**config.mk**
```make
export PLATFORM = sky130hd
export DESIGN_NAME = averaged_hysteresis_thermostat_core
export DESIGN_NICKNAME = d
export VERILOG_FILES = /design/src/sv/aht_pkg.sv /design/src/sv/aht_ram.sv /design/src/sv/aht_cfg.sv /design/src/sv/aht_ctrl.sv /design/src/sv/averaged_hysteresis_thermostat_core.sv
export SDC_FILE = /design/constraint.sdc
export NUM_CORES = 1
export LEC_CHECK = 0
export BUFFER_PORTS_ARGS = -buffer_cell sky130_fd_sc_hd__buf_2
export CORE_MARGIN = 2
export CORE_UTILIZATION = 66
export DETAILED_ROUTE_END_ITERATION = 16
export GPL_TIMING_DRIVEN = 1
export PLACE_DENSITY_LB_ADDON = 0.12
export RECOVER_POWER = 25
export SLEW_MARGIN = 20
export SYNTH_ARGS = -nofsm -noshare
export SYNTH_HDL_FRONTEND = slang
export SYNTH_SLANG_ARGS = --single-unit
```
**constraint.sdc**
```tcl
create_clock -name clk -period 25.4 [get_ports clk]
set_input_delay 3.81 -clock clk [delete_from_list [all_inputs] [get_ports clk]]
set_output_delay 3.81 -clock clk [all_outputs]
set_load 0.01 [all_outputs]
```
**src/sv/aht_pkg.sv**
```systemverilog
// Shared types and constants for the averaged hysteresis thermostat.
// Used by the register block, the control unit and the top level.
package aht_pkg;

	localparam int SUM_W    = 12;
	localparam int TEMP_W   = 8;
	localparam int SETP_W   = 7;
	localparam int BAND_W   = 5;
	localparam int STEP_W   = 5;
	localparam int TICKS_W  = 6;
	localparam int CFG_AW   = 5;
	localparam int CFG_DW   = 32;

	localparam logic [BAND_W-1:0]  BAND_RESET   = 5'd5;
	localparam logic [STEP_W-1:0]  STEP_RESET   = 5'd5;
	localparam logic [SETP_W-1:0]  LOW_RESET    = 7'd35;
	localparam logic [SETP_W-1:0]  HIGH_RESET   = 7'd75;
	localparam logic [TICKS_W-1:0] COMMIT_RESET = 6'd50;
	localparam logic [SETP_W-1:0]  TARGET_RESET = 7'd60;

	typedef enum logic [1:0] {
		MODE_SAMPLE = 2'd0,
		MODE_UP     = 2'd1,
		MODE_DOWN   = 2'd2,
		MODE_TICK   = 2'd3
	} mode_t;

	typedef enum logic [2:0] {
		REG_BAND   = 3'd0,
		REG_STEP   = 3'd1,
		REG_LOW    = 3'd2,
		REG_HIGH   = 3'd3,
		REG_COMMIT = 3'd4
	} reg_idx_t;

	typedef struct packed {
		logic [BAND_W-1:0]  band;
		logic [STEP_W-1:0]  step;
		logic [SETP_W-1:0]  low_limit;
		logic [SETP_W-1:0]  high_limit;
		logic [TICKS_W-1:0] commit_ticks;
	} cfg_t;

	typedef struct packed {
		logic              heater_on;
		logic              editing;
		logic [SETP_W-1:0] pending;
		logic [SETP_W-1:0] setpoint;
	} ctrl_res_t;

endpackage

```
**src/sv/aht_ram.sv**
```systemverilog
// Generic single-port-write, single-port-read RAM with registered read data.
// Holds the sample window; no dependencies.
module aht_ram #(
	parameter int DEPTH = 16,
	parameter int WIDTH = 8,
	localparam int AW = (DEPTH > 1) ? $clog2(DEPTH) : 1
) (
	input  logic             clk,
	input  logic             we,
	input  logic [AW-1:0]    waddr,
	input  logic [WIDTH-1:0] wdata,
	input  logic             re,
	input  logic [AW-1:0]    raddr,
	output logic [WIDTH-1:0] rdata
);

	logic [WIDTH-1:0] mem [DEPTH];

	always_ff @(posedge clk) begin
		if (we) begin
			mem[waddr] <= wdata;
		end
		if (re) begin
			rdata <= mem[raddr];
		end
	end

endmodule

```
**src/sv/aht_cfg.sv**
```systemverilog
// APB register block: band, step, setpoint limits and commit tick count.
// Depends on aht_pkg for the register indexes, reset values and cfg_t.
module aht_cfg (
	input  logic                      clk,
	input  logic                      arst_n,
	input  logic                      psel,
	input  logic                      penable,
	input  logic                      pwrite,
	input  logic [aht_pkg::CFG_AW-1:0] paddr,
	input  logic [aht_pkg::CFG_DW-1:0] pwdata,
	output logic [aht_pkg::CFG_DW-1:0] prdata,
	output logic                      pready,
	output aht_pkg::cfg_t             cfg
);

	aht_pkg::cfg_t    cfg_q;
	aht_pkg::reg_idx_t idx;
	logic             wr_en;

	assign pready = 1'b1;
	assign idx    = aht_pkg::reg_idx_t'(paddr[aht_pkg::CFG_AW-1:2]);
	assign wr_en  = psel && penable && pwrite && pready;
	assign cfg    = cfg_q;

	always_ff @(posedge clk or negedge arst_n) begin
		if (!arst_n) begin
			cfg_q.band         <= aht_pkg::BAND_RESET;
			cfg_q.step         <= aht_pkg::STEP_RESET;
			cfg_q.low_limit    <= aht_pkg::LOW_RESET;
			cfg_q.high_limit   <= aht_pkg::HIGH_RESET;
			cfg_q.commit_ticks <= aht_pkg::COMMIT_RESET;
		end else if (wr_en) begin
			case (idx)
				aht_pkg::REG_BAND:   cfg_q.band         <= pwdata[aht_pkg::BAND_W-1:0];
				aht_pkg::REG_STEP:   cfg_q.step         <= pwdata[aht_pkg::STEP_W-1:0];
				aht_pkg::REG_LOW:    cfg_q.low_limit    <= pwdata[aht_pkg::SETP_W-1:0];
				aht_pkg::REG_HIGH:   cfg_q.high_limit   <= pwdata[aht_pkg::SETP_W-1:0];
				aht_pkg::REG_COMMIT: cfg_q.commit_ticks <= pwdata[aht_pkg::TICKS_W-1:0];
				default: ;
			endcase
		end
	end

	always_comb begin
		case (idx)
			aht_pkg::REG_BAND:   prdata = aht_pkg::CFG_DW'(cfg_q.band);
			aht_pkg::REG_STEP:   prdata = aht_pkg::CFG_DW'(cfg_q.step);
			aht_pkg::REG_LOW:    prdata = aht_pkg::CFG_DW'(cfg_q.low_limit);
			aht_pkg::REG_HIGH:   prdata = aht_pkg::CFG_DW'(cfg_q.high_limit);
			aht_pkg::REG_COMMIT: prdata = aht_pkg::CFG_DW'(cfg_q.commit_ticks);
			default:             prdata = '0;
		endcase
	end

endmodule

```
**src/sv/aht_ctrl.sv**
```systemverilog
// Setpoint editing (press, tick, commit) and the bang-bang regulator.
// Depends on aht_pkg for mode codes, cfg_t and ctrl_res_t.
module aht_ctrl (
	input  logic                        clk,
	input  logic                        arst_n,
	input  aht_pkg::cfg_t               cfg,
	input  logic                        upd,
	input  aht_pkg::mode_t              mode,
	input  logic [aht_pkg::TEMP_W-1:0]  avg,
	output aht_pkg::ctrl_res_t          res
);

	localparam logic [aht_pkg::TICKS_W-1:0] IDLE_MAX = '1;

	typedef enum logic [1:0] {
		ST_INIT = 2'd0,
		ST_HEAT = 2'd1,
		ST_COOL = 2'd2
	} reg_state_t;

	reg_state_t                     state_q, state_nx;
	logic [aht_pkg::SETP_W-1:0]     target_q, target_nx;
	logic [aht_pkg::SETP_W-1:0]     pend_q, pend_nx;
	logic                           edit_q, edit_nx;
	logic [aht_pkg::TICKS_W-1:0]    idle_q, idle_nx, idle_inc;
	logic [aht_pkg::SETP_W:0]       up_sum;
	logic [aht_pkg::SETP_W:0]       dn_floor;
	logic [aht_pkg::TEMP_W-1:0]     hi_th;
	logic                           at_hi, at_lo;

	assign idle_inc = (idle_q == IDLE_MAX) ? idle_q : idle_q + 1'b1;
	assign up_sum   = {1'b0, pend_q} + {3'b0, cfg.step};
	assign dn_floor = {1'b0, cfg.low_limit} + {3'b0, cfg.step};

	always_comb begin
		target_nx = target_q;
		pend_nx   = pend_q;
		edit_nx   = edit_q;
		idle_nx   = idle_q;
		case (mode)
			aht_pkg::MODE_UP: begin
				idle_nx = '0;
				if (!edit_q) begin
					edit_nx = 1'b1;
				end else if (pend_q < cfg.high_limit) begin
					pend_nx = (up_sum > {1'b0, cfg.high_limit}) ? cfg.high_limit
						: up_sum[aht_pkg::SETP_W-1:0];
				end
			end
			aht_pkg::MODE_DOWN: begin
				idle_nx = '0;
				if (!edit_q) begin
					edit_nx = 1'b1;
				end else if (pend_q > cfg.low_limit) begin
					// floor at the low limit, which also covers going below zero
					pend_nx = ({1'b0, pend_q} < dn_floor) ? cfg.low_limit
						: pend_q - {2'b0, cfg.step};
				end
			end
			aht_pkg::MODE_TICK: begin
				idle_nx = idle_inc;
				if (edit_q && idle_inc >= cfg.commit_ticks) begin
					target_nx = pend_q;
					edit_nx   = 1'b0;
				end
			end
			default: ;
		endcase
	end

	// thresholds against the setpoint after this item's update
	assign hi_th = {1'b0, target_nx} + {3'b0, cfg.band};
	assign at_hi = avg >= hi_th;
	assign at_lo = ({1'b0, avg} + {4'b0, cfg.band}) <= {2'b0, target_nx};

	always_comb begin
		case (state_q)
			ST_HEAT: state_nx = at_hi ? ST_COOL : ST_HEAT;
			ST_COOL: state_nx = at_lo ? ST_HEAT : ST_COOL;
			default: state_nx = at_hi ? ST_COOL : ST_HEAT;
		endcase
	end

	always_ff @(posedge clk or negedge arst_n) begin
		if (!arst_n) begin
			state_q  <= ST_INIT;
			target_q <= aht_pkg::TARGET_RESET;
			pend_q   <= aht_pkg::TARGET_RESET;
			edit_q   <= 1'b0;
			idle_q   <= '0;
		end else if (upd) begin
			state_q  <= state_nx;
			target_q <= target_nx;
			pend_q   <= pend_nx;
			edit_q   <= edit_nx;
			idle_q   <= idle_nx;
		end
	end

	assign res.heater_on = (state_nx == ST_HEAT);
	assign res.editing   = edit_nx;
	assign res.pending   = pend_nx;
	assign res.setpoint  = target_nx;

endmodule

```
**src/sv/averaged_hysteresis_thermostat_core.sv**
```systemverilog
// Top level: input stage, sample window in RAM with running sum, output register.
// Depends on aht_pkg, aht_ram, aht_cfg and aht_ctrl.
//
//  channel  | role    | payload
//  ---------+---------+----------------------------------------------------------
//  s_*      | in      | tuser: mode; tdata: temperature
//  m_*      | out     | tuser: editing; tdata: heater_on, average, shown_value,
//           |         |        setpoint
//  APB      | config  | band, step, low_limit, high_limit, commit_ticks
//
// One item per cycle sustained while the output is not stalled.
// The input stage reads the window slot in RAM; the second updates the sum,
// average, setpoint and regulator and loads the output register.
// Reset clears the window through per-slot valid bits, so items are taken
// from the first cycle after reset. A stalled output holds the second stage,
// and the input side keeps taking items while the output stage can drain.
module averaged_hysteresis_thermostat_core #(
	parameter int WINDOW_DEPTH = 10
) (
	input  logic                       clk,
	input  logic                       arst_n,
	input  logic                       s_tvalid,
	output logic                       s_tready,
	input  logic [7:0]                 s_tdata,   // [7:0] temperature
	input  logic [1:0]                 s_tuser,   // [1:0] mode
	output logic                       m_tvalid,
	input  logic                       m_tready,
	output logic [23:0]                m_tdata,   // [0] heater_on, [8:1] average,
	                                              // [16:9] shown_value, [23:17] setpoint
	output logic                       m_tuser,   // [0] editing
	input  logic                       psel,
	input  logic                       penable,
	input  logic                       pwrite,
	input  logic [aht_pkg::CFG_AW-1:0] paddr,
	input  logic [aht_pkg::CFG_DW-1:0] pwdata,
	output logic [aht_pkg::CFG_DW-1:0] prdata,
	output logic                       pready
);

	localparam int SLOT_W    = $clog2(WINDOW_DEPTH);
	localparam int DIV_SHIFT = 17;
	localparam int MUL_W     = 18;
	localparam int DIV_MUL   = ((1 << DIV_SHIFT) + WINDOW_DEPTH - 1) / WINDOW_DEPTH;
	localparam int PROD_W    = aht_pkg::SUM_W + MUL_W;
	localparam logic [SLOT_W-1:0] SLOT_LAST = SLOT_W'(WINDOW_DEPTH - 1);

	aht_pkg::cfg_t      cfg;
	aht_pkg::ctrl_res_t res;

	// input stage
	logic                        v_s1;
	aht_pkg::mode_t              mode_s1;
	logic [aht_pkg::TEMP_W-1:0]  temp_s1;
	logic [SLOT_W-1:0]           slot_s1;
	logic                        acc, adv_s1, smp_s1;
	aht_pkg::mode_t              in_mode;

	// window state
	logic [SLOT_W-1:0]           slot_q;
	logic                        vld_q [WINDOW_DEPTH];
	logic [aht_pkg::SUM_W-1:0]   sum_q, sum_nx;
	logic [aht_pkg::TEMP_W-1:0]  last_q, last_nx;
	logic [aht_pkg::TEMP_W-1:0]  rdata, old_val, avg;
	logic [PROD_W-1:0]           prod;

	// output register
	logic                        ov_q;
	logic [23:0]                 odata_q;
	logic                        ouser_q;
	logic [aht_pkg::TEMP_W-1:0]  shown;

	aht_cfg u_cfg (
		.clk     (clk),
		.arst_n  (arst_n),
		.psel    (psel),
		.penable (penable),
		.pwrite  (pwrite),
		.paddr   (paddr),
		.pwdata  (pwdata),
		.prdata  (prdata),
		.pready  (pready),
		.cfg     (cfg)
	);

	assign in_mode  = aht_pkg::mode_t'(s_tuser);
	assign adv_s1   = v_s1 && (!ov_q || m_tready);
	assign s_tready = !v_s1 || adv_s1;
	assign acc      = s_tvalid && s_tready;
	assign smp_s1   = (mode_s1 == aht_pkg::MODE_SAMPLE);

	aht_ram #(
		.DEPTH (WINDOW_DEPTH),
		.WIDTH (aht_pkg::TEMP_W)
	) u_window (
		.clk   (clk),
		.we    (adv_s1 && smp_s1),
		.waddr (slot_s1),
		.wdata (temp_s1),
		.re    (acc && (in_mode == aht_pkg::MODE_SAMPLE)),
		.raddr (slot_q),
		.rdata (rdata)
	);

	always_ff @(posedge clk or negedge arst_n) begin
		if (!arst_n) begin
			v_s1   <= 1'b0;
			slot_q <= '0;
		end else begin
			if (acc) begin
				v_s1 <= 1'b1;
			end else if (adv_s1) begin
				v_s1 <= 1'b0;
			end
			// advance the write slot at transfer so back-to-back samples never collide
			if (acc && in_mode == aht_pkg::MODE_SAMPLE) begin
				slot_q <= (slot_q == SLOT_LAST) ? '0 : slot_q + 1'b1;
			end
		end
	end

	always_ff @(posedge clk) begin
		if (acc) begin
			mode_s1 <= in_mode;
			temp_s1 <= s_tdata;
			slot_s1 <= slot_q;
		end
	end

	// a slot never written since reset reads as zero
	assign old_val = vld_q[slot_s1] ? rdata : '0;
	assign sum_nx  = smp_s1 ? sum_q - {4'b0, old_val} + {4'b0, temp_s1} : sum_q;
	assign last_nx = smp_s1 ? temp_s1 : last_q;

	// divide by the window depth through a reciprocal multiply
	assign prod = {{MUL_W{1'b0}}, sum_nx} * {{aht_pkg::SUM_W{1'b0}}, MUL_W'(DIV_MUL)};
	assign avg  = prod[DIV_SHIFT+aht_pkg::TEMP_W-1:DIV_SHIFT];

	always_ff @(posedge clk or negedge arst_n) begin
		if (!arst_n) begin
			sum_q  <= '0;
			last_q <= '0;
			for (int i = 0; i < WINDOW_DEPTH; i++) begin
				vld_q[i] <= 1'b0;
			end
		end else if (adv_s1) begin
			sum_q  <= sum_nx;
			last_q <= last_nx;
			if (smp_s1) begin
				vld_q[slot_s1] <= 1'b1;
			end
		end
	end

	aht_ctrl u_ctrl (
		.clk    (clk),
		.arst_n (arst_n),
		.cfg    (cfg),
		.upd    (adv_s1),
		.mode   (mode_s1),
		.avg    (avg),
		.res    (res)
	);

	assign shown = res.editing ? {1'b0, res.pending} : last_nx;

	always_ff @(posedge clk or negedge arst_n) begin
		if (!arst_n) begin
			ov_q <= 1'b0;
		end else if (adv_s1) begin
			ov_q <= 1'b1;
		end else if (m_tready) begin
			ov_q <= 1'b0;
		end
	end

	always_ff @(posedge clk) begin
		if (adv_s1) begin
			odata_q <= {res.setpoint, shown, avg, res.heater_on};
			ouser_q <= res.editing;
		end
	end

	assign m_tvalid = ov_q;
	assign m_tdata  = odata_q;
	assign m_tuser  = ouser_q;

endmodule

```
==> flow_summary.toml <==
[floorplan]
die_x_um = 155
start_util_pct = 66.6
rows = 55
ios = 114
die_area_mm2 = 0.0239
die_h_um = 155
fp.coreArea_mm2 = 0.0225

[synth]
synth_largest_area_cell = "edfxtp_1"
syn-instance-count = 1392
ys_warn_count = 0
async_flop_share_pct = 41.2
yosysMostFrequentCell = "inv_1"
yosysUniqueCellTypes = 71
syn_area_mm2 = 0.0150
yosys_most_used_dff = "edfxtp_1"
synth_top_cells_by_area = "edfxtp_1, ha_1, dfrtp_1"
syn_area_per_cell_um2 = 10.8
ys_seq_elements = 216
yosysTopAreaCellShare_pct = 25.4
synth_edf_count = 127
synth_commonest_cells = "inv_1, ha_1, edfxtp_1, nand2_1, o21ai_0"
seq_area_frac_synth_pct = 40.5

[route]
vias_per_cell = 5.77
postRouteAntennaNets = 0
routed_wl_mm = 31.4
drc = 0
num_vias = 10152
drtPass1Iterations = 5
routedWlPerCell_um = 17.9
drt_iter0_drc = 676

[cts]
cts_resized = 0
cts.sinks = 216
post-cts-setup-buffers = 0
cts_tree = "yes"
cts_max_path_buffers = 3
clk-insertion-delay-late_ps = 540
root_buffer = "clkbuf_16"
hold_buffers = 0
cts-buffers-inserted = 23
htreeDepth = 1
cts.reportedPaths.clkPinSlew_ps = 60

[global_routing]
grt.overflow.total = 0
grt_pass1_vias = 10220
grt_max_degree = 48
grt_use_met1_pct = 38.5
use_met3_pct = 4.09
antenna_found_initial = 0
grt_usage_pct = 27.2
grt_pass1_wl_mm = 51.7
grt_busiest_layer = "met2"
gr-usage-met2_pct = 45.5

[critical_path]
arrival_ps = 11330
setup.worst_path.end_class = "flop"
cpMaxStageDelayCell = "mux4_2"
crit_type = "reg2reg"
cp.required_ps = 25870
cp_top_family = "adder cells"
critPathMaxStageDelay_ps = 560
crit_path_start_kind = "flop"
crit_buf_inv = 6
crit_fanout = 8
critPathMostFrequentCell = "fa_1"

[timing]
fin_skew_ps = 24.1
period_needed_ps = 10860
setup_viol = 0
slew_headroom_pct = -53.7
rsz0062_at_grt = "no"
finalCritPeriodShare_pct = 42.8
fin_tns_setup_ps = 0
hold_violations = 0
clock.fmax_ghz = 0.0921
worst_pin_slew_ps = 2310
drv_slew = 73

[placed_design]
dpl.hpwl_mm = 23.5
gp_congestion = 0.887
portBuffers = 60

[layout]
area_delta_synth_final_pct = 8.68
diodes = 0
nNetsFinal = 1725
drive_above_1_share_pct = 13.8

[hold_path]
min_path_type = "reg2reg"

[status]
violations = "max-capacitance violations, max-slew violations"
status = "finished with violations"

[run]
max_cap_violations = 2
## kinds of logic (layout without fill, tap and decap cells)
family                   count (synthesis)  count (layout)  synth area share (%)
AND/OR/NAND/NOR                        298             298                  9.64
AO/OA/AOI/OAI                          265             265                  11.4
buffers and inverters                  253             310                  7.03
flip-flops                             216             216                  40.5
adder cells (fa/ha/maj)                215             215                  20.4
multiplexers                            88              88                  7.79
XOR/XNOR                                55              55                  3.21
other                                    2              26                0.0501
## path summary, 6_finish.rpt
check	slack, ps	cells past startpoint	to	from
worst max register to register	14540	44	u_ctrl.state_q[0]	slot_s1[0]
worst min register to register	470	1	vld_q[8]	vld_q[8]
max in group asynchronous	19760	2	slot_q[0]	arst_n
worst max-delay path	14540	44	u_ctrl.state_q[0]	slot_s1[0]
min in group asynchronous	3970	1	u_cfg.cfg[0]	arst_n
worst min-delay path	470	1	vld_q[8]	vld_q[8]
## per-layer routing
layer	routed length, um	up-vias	share of wire (%)
met5	0	-	0
met4	536	0	1.7
met3	1890	52	6.0
met2	14800	258	47
met1	14200	4914	45
li1	-	4928	-
## state kept, by name (all words and copies together), names as in the netlist, 6 cells and up
signal           count
u_window.rdata       8
vld_q               10
sum_q               12
u_cfg.cfg           30
temp_s1              8
u_ctrl.idle_q        6
last_q               8
u_window.mem        80
u_ctrl.pend_q        7
m_tdata             24
u_ctrl.target_q      7
## area by class of cell
| type | instances | area [um^2] |
|---|---|---|
| multi-input cells | 947 | 7990 |
| well taps | 285 | 357 |
| repair buffers | 72 | 379 |
| clock inverters | 10 | 138 |
| inverters | 196 | 736 |
| clock buffers | 32 | 629 |
| fillers | 1660 | 6210 |
| flip-flops and latches | 216 | 6070 |
## per-stage QoR
stage	cells	utilization, %	worst slack (ps)	hold slack [ps]	instance area, um^2
floorplan	1416	-	15720	423	15100
global placement	1716	69.0	14810	449	15500
detailed placement	1716	69.0	14640	451	15500
CTS	1758	72.4	14560	465	16300
global route	1758	72.4	13800	487	16300
finish	1758	72.4	14540	467	16300
## cells in the final DEF, fill, tap and decap left out, types with 11 or more instances in the layout
cell type / instances
inv_1: 193
fa_1: 49
nand3_1: 18
ha_1: 166
a211oi_1: 17
o21ai_0: 76
nand2b_1: 14
clkbuf_16: 23
clkbuf_1: 12
nor2b_1: 27
edfxtp_1: 127
a21o_1: 31
dfstp_2: 22
o21a_1: 11
nand2_1: 104
xnor2_1: 43
mux2_2: 31
nor2_1: 60
mux4_2: 19
and2_1: 17
xor2_1: 12
conb_1: 26
a21oi_1: 55
buf_2: 57
nor3_1: 12
mux2i_1: 35
dfrtp_1: 67
## worst register-to-register path, delay by kind of cell, from the launching register on
family	cells	cell delay (ps)
adder cells (fa/ha/maj)	9	3970
AO/OA/AOI/OAI	14	2750
multiplexers	4	1330
AND/OR/NAND/NOR	8	990
XOR/XNOR	3	700
flip-flops	1	550
buffers and inverters	6	500
Power is not shown: default switching activity piles up to over one toggle a cycle in this logic, so the estimate is an artifact.
